$ cat config.mk
export PLATFORM = sky130hd
export DESIGN_NAME = alnfm_ctrl
export DESIGN_NICKNAME = d
export VERILOG_FILES = /design/src/rtl/alnfm_pkg.sv /design/src/rtl/alnfm_ctrl.sv
export VERILOG_INCLUDE_DIRS = /design/src /design/src/rtl
export SDC_FILE = /design/constraint.sdc
export NUM_CORES = 1
export LEC_CHECK = 0
export BUFFER_PORTS_ARGS = -buffer_cell sky130_fd_sc_hd__buf_2
export CAP_MARGIN = 20
export CORE_AREA = 4 4 47 49
export CTS_CLUSTER_SIZE = 16
export DETAILED_ROUTE_END_ITERATION = 8
export DIE_AREA = 0 0 51 53
export PLACE_DENSITY_LB_ADDON = 0.3
export SKIP_CTS_REPAIR_TIMING = 1
export SYNTH_ARGS = -nofsm -noshare
export SYNTH_HDL_FRONTEND = slang
export SYNTH_SLANG_ARGS = --single-unit
$ cat constraint.sdc
create_clock -name clk -period 1.3 [get_ports clk]
set_input_delay 0.26 -clock clk [delete_from_list [all_inputs] [get_ports clk]]
set_output_delay 0.26 -clock clk [all_outputs]
set_load 0.01 [all_outputs]
$ cat src/rtl/array_list_free_node_manager_top_defines.svh
// ============================================================================
// array_list_free_node_manager_top_defines
// Assertion macros shared by the node pool RTL. Each expects clk and arst_n
// in the scope where it is used.
// ============================================================================
`ifndef ARRAY_LIST_FREE_NODE_MANAGER_TOP_DEFINES_SVH
`define ARRAY_LIST_FREE_NODE_MANAGER_TOP_DEFINES_SVH

// consequent must hold in the same cycle as the antecedent
`define ALNFM_ASSERT_SAME(lbl, ante, cons, msg) \
	lbl: assert property (@(posedge clk) disable iff (!arst_n) (ante) |-> (cons)) \
		else $error(msg);

// consequent must hold in the cycle after the antecedent
`define ALNFM_ASSERT_NEXT(lbl, ante, cons, msg) \
	lbl: assert property (@(posedge clk) disable iff (!arst_n) (ante) |=> (cons)) \
		else $error(msg);

`endif

$ cat src/rtl/alnfm_pkg.sv
// ============================================================================
// alnfm_pkg
// Transaction types, operation and status codes, and the command and status
// bundles between the node pool controller and its datapath.
// ============================================================================
package alnfm_pkg;

	// operation codes
	localparam logic [1:0] FN_ALLOC   = 2'd0;
	localparam logic [1:0] FN_RELEASE = 2'd1;
	localparam logic [1:0] FN_INSERT  = 2'd2;
	localparam logic [1:0] FN_DELETE  = 2'd3;

	// result status codes
	localparam logic [1:0] ST_OK       = 2'd0;
	localparam logic [1:0] ST_OVERFLOW = 2'd1;
	localparam logic [1:0] ST_INVALID  = 2'd2;

	// pointer store read address select
	localparam logic [1:0] RA_FH  = 2'd0;
	localparam logic [1:0] RA_POS = 2'd1;
	localparam logic [1:0] RA_RDA = 2'd2;

	// pointer store write address select
	localparam logic [1:0] WA_POS = 2'd0;
	localparam logic [1:0] WA_Q   = 2'd1;
	localparam logic [1:0] WA_CLR = 2'd2;

	// pointer store write data select
	localparam logic [1:0] WD_FH  = 2'd0;
	localparam logic [1:0] WD_RDA = 2'd1;
	localparam logic [1:0] WD_RDB = 2'd2;
	localparam logic [1:0] WD_Q   = 2'd3;

	// free head load select
	localparam logic [1:0] FH_POS = 2'd0;
	localparam logic [1:0] FH_RDA = 2'd1;
	localparam logic [1:0] FH_Q   = 2'd2;

	// working node load select
	localparam logic Q_FH  = 1'b0;
	localparam logic Q_RDA = 1'b1;

	// result node select
	localparam logic [1:0] NODE_NONE = 2'd0;
	localparam logic [1:0] NODE_POS  = 2'd1;
	localparam logic [1:0] NODE_Q    = 2'd2;

	localparam logic [7:0] NULL_NODE = 8'hFF;

	typedef struct packed {
		logic [1:0]         func;
		logic signed [7:0]  position;
		logic signed [31:0] value;
	} req_t;

	typedef struct packed {
		logic [1:0]         status;
		logic signed [7:0]  node;
		logic signed [31:0] removed_value;
	} rsp_t;

	typedef struct packed {
		logic       capture;
		logic       rd_en;
		logic [1:0] rd_sel;
		logic       rdb_en;
		logic       dat_rd_en;
		logic       wr_en;
		logic [1:0] wr_addr_sel;
		logic [1:0] wr_data_sel;
		logic       dat_wr_en;
		logic       clr_step;
		logic       q_ld;
		logic       q_sel;
		logic       fh_ld;
		logic [1:0] fh_sel;
		logic       res_ld;
		logic [1:0] res_status;
		logic [1:0] res_node_sel;
		logic       res_rm;
		logic       out_ld;
	} cmd_t;

	typedef struct packed {
		logic [1:0] func;
		logic       pos_ok;
		logic       fh_ok;
		logic       rda_ok;
		logic       clr_last;
	} sts_t;

endpackage

$ cat src/rtl/alnfm_ctrl.sv
// ============================================================================
// alnfm_ctrl
// Node pool controller: clearing pass, operation sequencing over the pointer
// store, and the output register handshake.
// ============================================================================
`include "array_list_free_node_manager_top_defines.svh"

module alnfm_ctrl (
	input  logic            clk,
	input  logic            arst_n,
	input  logic            req_valid,
	output logic            req_ready,
	output logic            rsp_valid,
	input  logic            rsp_ready,
	input  alnfm_pkg::sts_t sts,
	output alnfm_pkg::cmd_t cmd
);
	import alnfm_pkg::*;

	localparam logic [3:0] S_CLEAR    = 4'd0;
	localparam logic [3:0] S_IDLE     = 4'd1;
	localparam logic [3:0] S_CHECK    = 4'd2;
	localparam logic [3:0] S_ALLOC_WB = 4'd3;
	localparam logic [3:0] S_INS_W1   = 4'd4;
	localparam logic [3:0] S_INS_W2   = 4'd5;
	localparam logic [3:0] S_DEL_R2   = 4'd6;
	localparam logic [3:0] S_DEL_W1   = 4'd7;
	localparam logic [3:0] S_DEL_W2   = 4'd8;
	localparam logic [3:0] S_DONE     = 4'd9;

	logic [3:0] state_q;
	logic [3:0] state_d;
	logic       out_valid_q;

	assign req_ready = (state_q == S_IDLE);
	assign rsp_valid = out_valid_q;

	always_comb begin
		cmd     = '0;
		state_d = state_q;
		unique case (state_q)
			S_CLEAR: begin
				cmd.wr_en       = 1'b1;
				cmd.wr_addr_sel = WA_CLR;
				cmd.dat_wr_en   = 1'b1;
				cmd.clr_step    = 1'b1;
				if (sts.clr_last) begin
					state_d = S_IDLE;
				end
			end
			S_IDLE: begin
				if (req_valid) begin
					cmd.capture = 1'b1;
					state_d     = S_CHECK;
				end
			end
			S_CHECK: begin
				state_d = S_DONE;
				unique case (sts.func)
					FN_ALLOC: begin
						if (!sts.fh_ok) begin
							cmd.res_ld     = 1'b1;
							cmd.res_status = ST_OVERFLOW;
						end else begin
							cmd.rd_en  = 1'b1;
							cmd.rd_sel = RA_FH;
							cmd.q_ld   = 1'b1;
							cmd.q_sel  = Q_FH;
							state_d    = S_ALLOC_WB;
						end
					end
					FN_RELEASE: begin
						cmd.res_ld = 1'b1;
						if (!sts.pos_ok) begin
							cmd.res_status = ST_INVALID;
						end else begin
							cmd.wr_en        = 1'b1;
							cmd.wr_addr_sel  = WA_POS;
							cmd.wr_data_sel  = WD_FH;
							cmd.fh_ld        = 1'b1;
							cmd.fh_sel       = FH_POS;
							cmd.res_status   = ST_OK;
							cmd.res_node_sel = NODE_POS;
						end
					end
					FN_INSERT: begin
						if (!sts.pos_ok) begin
							cmd.res_ld     = 1'b1;
							cmd.res_status = ST_INVALID;
						end else if (!sts.fh_ok) begin
							cmd.res_ld     = 1'b1;
							cmd.res_status = ST_OVERFLOW;
						end else begin
							cmd.rd_en  = 1'b1;
							cmd.rd_sel = RA_FH;
							cmd.rdb_en = 1'b1;
							cmd.q_ld   = 1'b1;
							cmd.q_sel  = Q_FH;
							state_d    = S_INS_W1;
						end
					end
					FN_DELETE: begin
						if (!sts.pos_ok) begin
							cmd.res_ld     = 1'b1;
							cmd.res_status = ST_INVALID;
						end else begin
							cmd.rd_en  = 1'b1;
							cmd.rd_sel = RA_POS;
							state_d    = S_DEL_R2;
						end
					end
				endcase
			end
			S_ALLOC_WB: begin
				cmd.fh_ld        = 1'b1;
				cmd.fh_sel       = FH_RDA;
				cmd.res_ld       = 1'b1;
				cmd.res_status   = ST_OK;
				cmd.res_node_sel = NODE_Q;
				state_d          = S_DONE;
			end
			S_INS_W1: begin
				// new node inherits the successor of position
				cmd.wr_en       = 1'b1;
				cmd.wr_addr_sel = WA_Q;
				cmd.wr_data_sel = WD_RDB;
				cmd.dat_wr_en   = 1'b1;
				cmd.fh_ld       = 1'b1;
				cmd.fh_sel      = FH_RDA;
				state_d         = S_INS_W2;
			end
			S_INS_W2: begin
				cmd.wr_en        = 1'b1;
				cmd.wr_addr_sel  = WA_POS;
				cmd.wr_data_sel  = WD_Q;
				cmd.res_ld       = 1'b1;
				cmd.res_status   = ST_OK;
				cmd.res_node_sel = NODE_Q;
				state_d          = S_DONE;
			end
			S_DEL_R2: begin
				if (!sts.rda_ok) begin
					cmd.res_ld     = 1'b1;
					cmd.res_status = ST_INVALID;
					state_d        = S_DONE;
				end else begin
					cmd.rd_en     = 1'b1;
					cmd.rd_sel    = RA_RDA;
					cmd.dat_rd_en = 1'b1;
					cmd.q_ld      = 1'b1;
					cmd.q_sel     = Q_RDA;
					state_d       = S_DEL_W1;
				end
			end
			S_DEL_W1: begin
				// bypass the unlinked node
				cmd.wr_en       = 1'b1;
				cmd.wr_addr_sel = WA_POS;
				cmd.wr_data_sel = WD_RDA;
				state_d         = S_DEL_W2;
			end
			S_DEL_W2: begin
				cmd.wr_en        = 1'b1;
				cmd.wr_addr_sel  = WA_Q;
				cmd.wr_data_sel  = WD_FH;
				cmd.fh_ld        = 1'b1;
				cmd.fh_sel       = FH_Q;
				cmd.res_ld       = 1'b1;
				cmd.res_status   = ST_OK;
				cmd.res_node_sel = NODE_Q;
				cmd.res_rm       = 1'b1;
				state_d          = S_DONE;
			end
			S_DONE: begin
				if (!out_valid_q || rsp_ready) begin
					cmd.out_ld = 1'b1;
					state_d    = S_IDLE;
				end
			end
			default: begin
				state_d = S_IDLE;
			end
		endcase
	end

	always_ff @(posedge clk or negedge arst_n) begin
		if (!arst_n) begin
			state_q     <= S_CLEAR;
			out_valid_q <= 1'b0;
		end else begin
			state_q <= state_d;
			if (cmd.out_ld) begin
				out_valid_q <= 1'b1;
			end else if (rsp_ready) begin
				out_valid_q <= 1'b0;
			end
		end
	end

	`ALNFM_ASSERT_SAME(a_no_overwrite, cmd.out_ld, !out_valid_q || rsp_ready,
		"result loaded over one not yet taken")
	`ALNFM_ASSERT_NEXT(a_one_item, req_valid && req_ready, !req_ready,
		"second transaction taken while one is in flight")
	`ALNFM_ASSERT_SAME(a_rsp_from_done, $rose(out_valid_q), $past(state_q) == S_DONE,
		"response raised outside completion")

endmodule

==> results.yml, run 1 <==
setup_path:
  worstPathArrival_ps: 1570
  endpoint_kind: "output port"
  crit_type: "flip-flop to output port"
  cpMaxStageDelayCell: "dfrtp_2"
  r2r_start: "state_q[0]$_DFFE_PN0P_"
  crit_chain: "buf_4 -> inv_1 -> mux2i_1 -> and3_1 -> buf_2"
  worst_ep_required_time_ps: 1040
  critPathLaunch: "state_q[2]$_DFFE_PN0P_"
  cp-start-kind: "flip-flop"
  slowest_delay_ps: 440
  worst-path-max-fanout: 12
outcome:
  outcome: "finished with violations"
  violations: "negative setup slack"
synthesis:
  synth_seq_cells: 5
  synthCells: 93
  ys_seq_area_share_pct: 18.2
  yosys_warnings: 0
  syn_nets: 103
  netlist_area_um2: 687
  ys.flop_type: "dfrtp_1"
  syn_area_per_cell_um2: 7.39
  synth_edf_count: 0
  synth_cell_types: 43
  async_flop_share_pct: 100
routing:
  wl_per_cell_um: 12.9
  ant_nets: 0
  vias: 908
  drc_errors: 0
  dr.pass1.iters: 4
  drt_wl_total_um: 2330
  avgViaCountPerCell: 5.04
  drt_iter0_markers: 9
cells_and_area:
  utilization_pct: 69.0
  final_cells: 180
  nFillCells: 161
  multi_input_area_um2: 617
  fin_nets: 164
  drive_gt1_share_pct: 68.0
  areaGrowthSynthToFinish_pct: 86.9
  antenna_cells: 0
  regArea_um2: 130
pwr:
  peakVddDrop_mv: 1.37
  p_total_mw: 2.22
  power_per_cell_area_mw_per_mm2: 1730
  leakage_nw: 0.665
place:
  place_ws_ps: -311
  place_congestion: 0.834
  dp_hpwl_um: 1660
  placed_cells: 168
  portBuffers: 36
die:
  die_y_um: 53
  coreArea_mm2: 0.00186
  die_w_um: 51
  start_util_pct: 36.9
  rows: 16
  die-area_mm2: 0.00270
  io_pins: 37
global_route:
  grt-ovfl-total: 0
  grt_pass1_wl_um: 3340
  grt_util_all_layers_pct: 16.4
  grt_antenna_before_repair: 0
  grt_pass1_vias: 778
  grt_max_degree: 15
worst_hold_path:
  hp-class: "input port to flip-flop"
  min_from: "rsp_ready"
sta:
  worst_slack_ps: -531
  rsz0062_at_grt: "yes"
  slew_headroom_pct: 79.2
  period_needed_ps: 1830
  slew_viol_final: 0
  worst_slew_pin_slew_ps: 303
  hold_viol: 0
  finalSetupViolCount: 29
  worst_hold_slack_ps: 342
  skew_ps: 2.66
  fin_crit_sh_pct: 141
  max_freq_mhz: 546
cts:
  cts_tree: "done"
  htree_levels: 1
  clk_latency_ps: 240
  clock_path_buffers: 2
  clk_pin_slew_ps: 50
  cts_sinks: 5
  root_buffer: "clkbuf_4"
  numCtsBuffers: 3
job:
  maxCapViolations: 0
## path summary, 6_finish.rpt
kind	to	slack, ps	cells after the start
worst max-delay path	cmd[5]	-530	5
worst min-delay path	rsp_valid$_DFFE_PN0P_	340	3
worst max register to register	state_q[1]$_DFFE_PN0P_	-210	4
worst min register to register	rsp_valid$_DFFE_PN0P_	690	2
max in group asynchronous	state_q[0]$_DFFE_PN0P_	780	2
min in group asynchronous	rsp_valid$_DFFE_PN0P_	370	2
## worst max-delay path: cells and delay by family (launching register included)
family	cells	cell delay [ps]
buffers and inverters	3	450
DFF	1	440
muxes	1	250
and+or+nand+nor	1	180
## area by class of cell
class	instances	share of cell area [%]
clock buffer	4	2.05
inverter	6	1.75
multi-input combinational	71	48.1
sequential	5	10.1
tap	27	2.63
timing repair buffer	67	35.4
## placed cells by master, fill, tap and decap left out, drive strengths merged, types with 2 or more instances in the layout
cell,instances
a21oi,4
and3,2
buf,66
clkbuf,4
dfrtp,5
inv,6
mux2i,2
nand2,5
nand2b,5
nand3,4
nor2,6
nor2b,5
nor3,6
o21ai,3
o21bai,2
or3,2
or3b,4
## registers in the layout (all words and copies together) (netlist names)
register,flops
state_q,4
rsp_valid,1
## cells in the mapped netlist, types with 2 or more instances
cell | count | area share, %
nor3_1 | 6 | 4.4
o21ai_0 | 3 | 2.2
buf_2 | 6 | 4.4
nand2_1 | 5 | 2.7
o21bai_1 | 2 | 2.2
dfrtp_1 | 5 | 18
or3_1 | 2 | 1.8
mux2i_1 | 2 | 2.9
nor2_1 | 6 | 3.3
buf_4 | 3 | 3.3
a21oi_1 | 3 | 2.2
and3_1 | 2 | 1.8
nand3_1 | 4 | 2.9
inv_1 | 5 | 2.7
nand2b_1 | 5 | 4.6
nor2b_1 | 5 | 4.6
or3b_1 | 3 | 3.8
## through the flow
step           cell area [um2]  TNS, ps
4_1_cts                   1110   -12080
3_3_place_gp              1080    -4260
5_1_grt                   1280   -13380
2_1_floorplan              778    -1310
3_5_place_dp              1080    -5110
6_report                  1280   -10820
## report_power, final
part	total [mW]	leakage [nW]	switching (mW)	internal (mW)
clock network	0.181	0.0150	0.0650	0.116
logic	1.73	0.590	0.810	0.917
registers	0.315	0.0593	0.0920	0.223
## routing by layer
layer | global-route usage (%) | up-vias | share of wire (%)
met1 | 20.5 | 411 | 44
met4 | 6.73 | 0 | 1.2
li1 | - | 457 | -
met5 | 0 | - | 0
met3 | 3.94 | 4 | 6.2
met2 | 27.0 | 36 | 49
## kinds of logic after synthesis
| logic type | share of synthesized area [%] |
|---|---|
| buffers and inverters | 13.1 |
| flip-flops | 18.2 |
| XOR/XNOR | 1.28 |
| AO/OA/AOI/OAI | 23.5 |
| multiplexers | 2.91 |
| AND/OR/NAND/NOR | 41.0 |
Note: power is estimated with default switching activity, not from simulation.
==> run 2, diff against run 1 <==
--- a/config.mk
+++ b/config.mk
@@ -13,6 +13,7 @@
 export DETAILED_ROUTE_END_ITERATION = 8
 export DIE_AREA = 0 0 51 53
 export PLACE_DENSITY_LB_ADDON = 0.3
+export SETUP_SLACK_MARGIN = 0.1
 export SKIP_CTS_REPAIR_TIMING = 1
 export SYNTH_ARGS = -nofsm -noshare
 export SYNTH_HDL_FRONTEND = slang
==> results.yml, run 2 (synthesized netlist as in run 1, its figures left out) <==
routing:
  drc_errors: 0
  dr.pass1.iters: 4
  drt_iter0_markers: 25
  wl_per_cell_um: 14.3
  ant_nets: 0
  vias: 927
  drt_wl_total_um: 2510
  avgViaCountPerCell: 5.27
die:
  die_w_um: 51
  rows: 16
  start_util_pct: 36.9
  die_y_um: 53
  io_pins: 37
  die-area_mm2: 0.00270
  coreArea_mm2: 0.00186
cts:
  clock_path_buffers: 2
  numCtsBuffers: 3
  htree_levels: 1
  cts_tree: "done"
  root_buffer: "clkbuf_4"
  clk_latency_ps: 250
  clk_pin_slew_ps: 40
  cts_sinks: 5
place:
  dp_hpwl_um: 1830
  place_area_mm2: 0.00114
  place_congestion: 0.829
  place_ws_ps: -316
  portBuffers: 36
worst_hold_path:
  hold_depth: 3
  hold_end: "rsp_valid$_DFFE_PN0P_"
  min_from: "rsp_ready"
  hp-class: "input port to flip-flop"
pwr:
  switching_share_pct: 46.6
  switching_power_mw: 1.06
  cellInternalPower_mw: 1.22
  power.clock.fraction_pct: 8.2
  peakVddDrop_mv: 1.23
  leakage_nw: 0.648
  power.share.sequential_pct: 14.7
  combPwrFrac_pct: 77.0
  power_per_cell_area_mw_per_mm2: 1750
job:
  maxCapViolations: 0
sta:
  finalSetupViolCount: 29
  fin_crit_sh_pct: 143
  hold_viol: 0
  rsz0062_at_grt: "yes"
  slew_viol_final: 0
  skew_ps: 1.39
  finalSetupTns_ps: -11220
  worst_slack_ps: -565
  slew_headroom_pct: 74.6
  worst_slew_pin_slew_ps: 371
  period_needed_ps: 1870
  max_freq_mhz: 536
setup_path:
  cpMaxStageDelayCell: "or4b_4"
  worstRegToRegCells: 4
  worstPathArrival_ps: 1610
  critPathLaunch: "state_q[2]$_DFFE_PN0P_"
  timing.rr.end: "state_q[3]$_DFFE_PN0P_"
  r2r_start: "state_q[1]$_DFFE_PN0P_"
  path_delay_family: "simple AND/OR/NAND/NOR gates"
  cp-start-kind: "flip-flop"
  worst_ep_required_time_ps: 1040
  worst-path-max-fanout: 7
  slowest_delay_ps: 600
  crit_type: "flip-flop to output port"
  cp_num_buf_inv: 1
  endpoint_kind: "output port"
  crit_chain: "or4b_4 -> nor3_4 -> buf_2"
  regToRegSetupSlack_ps: -280
outcome:
  violations: "negative setup slack"
  outcome: "finished with violations"
global_route:
  grt_pass1_wl_um: 3650
  grt_util_all_layers_pct: 17.8
  grt_antenna_before_repair: 0
  grt_max_degree: 15
  grt_pass1_vias: 816
  grt-ovfl-total: 0
cells_and_area:
  largest_reg_flops: 4
  fin_nets: 160
  drive_gt1_share_pct: 69.1
  final_common_cell: "buf_2"
  layout_common_cells: "34 x buf_2, 20 x buf_4, 7 x buf_6"
  antenna_cells: 0
  finalInstanceArea_mm2: 0.00130
  regMostFlops: "state_q"
  utilization_pct: 69.9
  areaGrowthSynthToFinish_pct: 89.4
run 2: metal layers:
metal	wire, um	part of all wire, %	global-route usage, %
met1	1120	44	24.5
met2	1230	49	27.5
met3	110	4.4	1.97
met4	49	2.0	8.07
met5	0	0	0
run 2: metrics by stage:
step                power (mW)  hold slack (ps)  std cells
floorplan                 1.38            -35.6         93
global route              2.42              353        176
CTS                       2.05             -187        172
global placement          1.82             76.9        168
detailed placement        1.85             78.6        168
finish                    2.28              336        176
run 2: worst max-delay path by stage:
stage	endpoint	slack, ps	cells after the start
6_report	cmd[21]	-570	3
5_1_grt	cmd[21]	-610	3
4_1_cts	cmd[21]	-590	3
3_5_place_dp	cmd[21]	-320	3
3_3_place_gp	cmd[21]	-290	3
2_1_floorplan	cmd[21]	-200	3
run 2: layout make-up:
cell class,count,area [um2]
clock buffer,4,26.3
fill,153,561
inverter,6,25.0
multi-input combinational,71,663
sequential,5,129
tap,27,33.8
timing repair buffer,63,424
run 2: power by group through the flow:
stage          registers [mW]  logic (mW)  clock network [mW]
2_1_floorplan           0.280        1.10                   0
4_1_cts                 0.292        1.57               0.191
6_report                0.336        1.75               0.187
3_3_place_gp            0.280        1.54                   0
5_1_grt                 0.344        1.88               0.202
3_5_place_dp            0.293        1.56                   0
run 2: worst reg2reg max path, cell delays in order (launching register included):
cell       delay (ps)
dfrtp_1           420
buf_6             150
or3b_1            370
o2bb2a_2          280
o2111ai_1         250
==> run 3, diff against run 2 <==
--- a/config.mk
+++ b/config.mk
@@ -8,10 +8,11 @@
 export LEC_CHECK = 0
 export BUFFER_PORTS_ARGS = -buffer_cell sky130_fd_sc_hd__buf_2
 export CAP_MARGIN = 20
-export CORE_AREA = 4 4 47 49
+export CORE_AREA = 8 8 51 53
 export CTS_CLUSTER_SIZE = 16
 export DETAILED_ROUTE_END_ITERATION = 8
-export DIE_AREA = 0 0 51 53
+export DIE_AREA = 0 0 59 61
+export GPL_TIMING_DRIVEN = 0
 export PLACE_DENSITY_LB_ADDON = 0.3
 export SETUP_SLACK_MARGIN = 0.1
 export SKIP_CTS_REPAIR_TIMING = 1
==> results.yml, run 3 (synthesized netlist as in run 1, its figures left out) <==
outcome:
  outcome: "finished with violations"
  violations: "negative setup slack"
pwr:
  switching_power_mw: 1.14
  combPwrFrac_pct: 80.5
  switching_share_pct: 44.6
  peakVddDrop_mv: 1.50
  leakage_nw: 0.685
  power.clock.fraction_pct: 6.8
  cellInternalPower_mw: 1.41
  power.share.sequential_pct: 12.7
  p_total_mw: 2.55
  power_per_cell_area_mw_per_mm2: 1850
global_route:
  grt_pass1_wl_um: 3670
  grt-ovfl-total: 0
  grt_max_degree: 11
  grt_antenna_before_repair: 0
  grt_pass1_vias: 832
  grt_util_all_layers_pct: 12.8
cts:
  htree_levels: 1
  numCtsBuffers: 3
  root_buffer: "clkbuf_4"
  cts_sinks: 5
  clk_latency_ps: 240
  clk_pin_slew_ps: 40
  clock_path_buffers: 2
  cts_tree: "done"
sta:
  slew_headroom_pct: 74.2
  finalSetupViolCount: 29
  max_freq_mhz: 538
  hold_viol: 0
  skew_ps: 2.29
  slew_viol_final: 0
  finalSetupTns_ps: -11260
  worst_slew_pin_slew_ps: 376
  period_needed_ps: 1860
  worst_slack_ps: -560
  fin_crit_sh_pct: 143
  worst_hold_slack_ps: 352
  rsz0062_at_grt: "yes"
cells_and_area:
  antenna_cells: 0
  fin_nets: 163
  layout_common_cells: "34 x buf_2, 16 x buf_4, 13 x buf_6"
  areaGrowthSynthToFinish_pct: 100
  regArea_um2: 129
  finalInstanceArea_mm2: 0.00137
  multi_input_area_um2: 683
  regMostFlops: "state_q"
  largest_reg_flops: 4
  drive_gt1_share_pct: 71.7
  final_common_cell: "buf_2"
  nFillCells: 132
die:
  die_w_um: 59
  start_util_pct: 37.3
  coreArea_mm2: 0.00184
  io_pins: 37
  rows: 16
  die-area_mm2: 0.00360
  die_y_um: 61
worst_hold_path:
  hp-class: "input port to flip-flop"
routing:
  ant_nets: 0
  dr.pass1.iters: 4
  vias: 962
  drc_errors: 0
  wl_per_cell_um: 15.5
  drt_iter0_markers: 35
  drt_wl_total_um: 2770
  avgViaCountPerCell: 5.37
setup_path:
  cp-start-kind: "flip-flop"
  worst_ep_required_time_ps: 1040
  endpoint_kind: "output port"
  crit_type: "flip-flop to output port"
  worstPathArrival_ps: 1600
  worst-path-max-fanout: 8
place:
  dp_hpwl_um: 1840
  portBuffers: 35
  place_congestion: 0.795
  place_area_mm2: 0.00107
  place_ws_ps: -380
job:
  maxCapViolations: 0
==> run 3: worst paths after layout <==
kind	from	endpoint	slack (ps)	cells past startpoint
max	state_q[2]$_DFFE_PN0P_	cmd[20]	-560	4
min	rsp_ready	rsp_valid$_DFFE_PN0P_	350	3
max reg2reg	state_q[2]$_DFFE_PN0P_	state_q[1]$_DFFE_PN0P_	-280	5
min reg2reg	rsp_valid$_DFFE_PN0P_	rsp_valid$_DFFE_PN0P_	710	2
max in group asynchronous	arst_n	state_q[0]$_DFFE_PN0P_	790	2
min in group asynchronous	arst_n	state_q[3]$_DFFE_PN0P_	370	2
==> run 3: metal layers <==
metal  vias up  GRT usage (%)  wire length [um]
met3         2           2.12               169
met5         -              0                 0
li1        457              -                 -
met4         0           5.46                15
met2        39           21.8              1450
met1       464           15.6              1140
==> run 3: metrics by stage <==
stage,util [%],cells
after floorplan,-,93
after CTS,59.3,159
after detailed placement,57.9,155
after global routing,74.6,179
after global placement,57.9,155
final,74.6,179
==> run 3: layout make-up <==
type | count | area share [%]
plain buffers | 11 | 8.38
clock buffers | 4 | 1.91
inverters | 6 | 1.82
multi-input cells | 71 | 49.7
flip-flops and latches | 5 | 9.38
well taps | 27 | 2.46
repair buffers | 55 | 26.3
==> run 3: power groups by stage <==
stage | combinational, mW | sequential, mW | clock (mW)
floorplan | 1.10 | 0.280 | 0
global placement | 1.47 | 0.291 | 0
detailed placement | 1.49 | 0.299 | 0
CTS | 1.50 | 0.298 | 0.178
global route | 2.20 | 0.334 | 0.191
finish | 2.05 | 0.324 | 0.172
==> run 3: critical path, cell delays in order, from the launching register on <==
cell	delay, ps
dfrtp_1	380
buf_6	140
or4b_4	580
nor3_4	120
buf_2	150
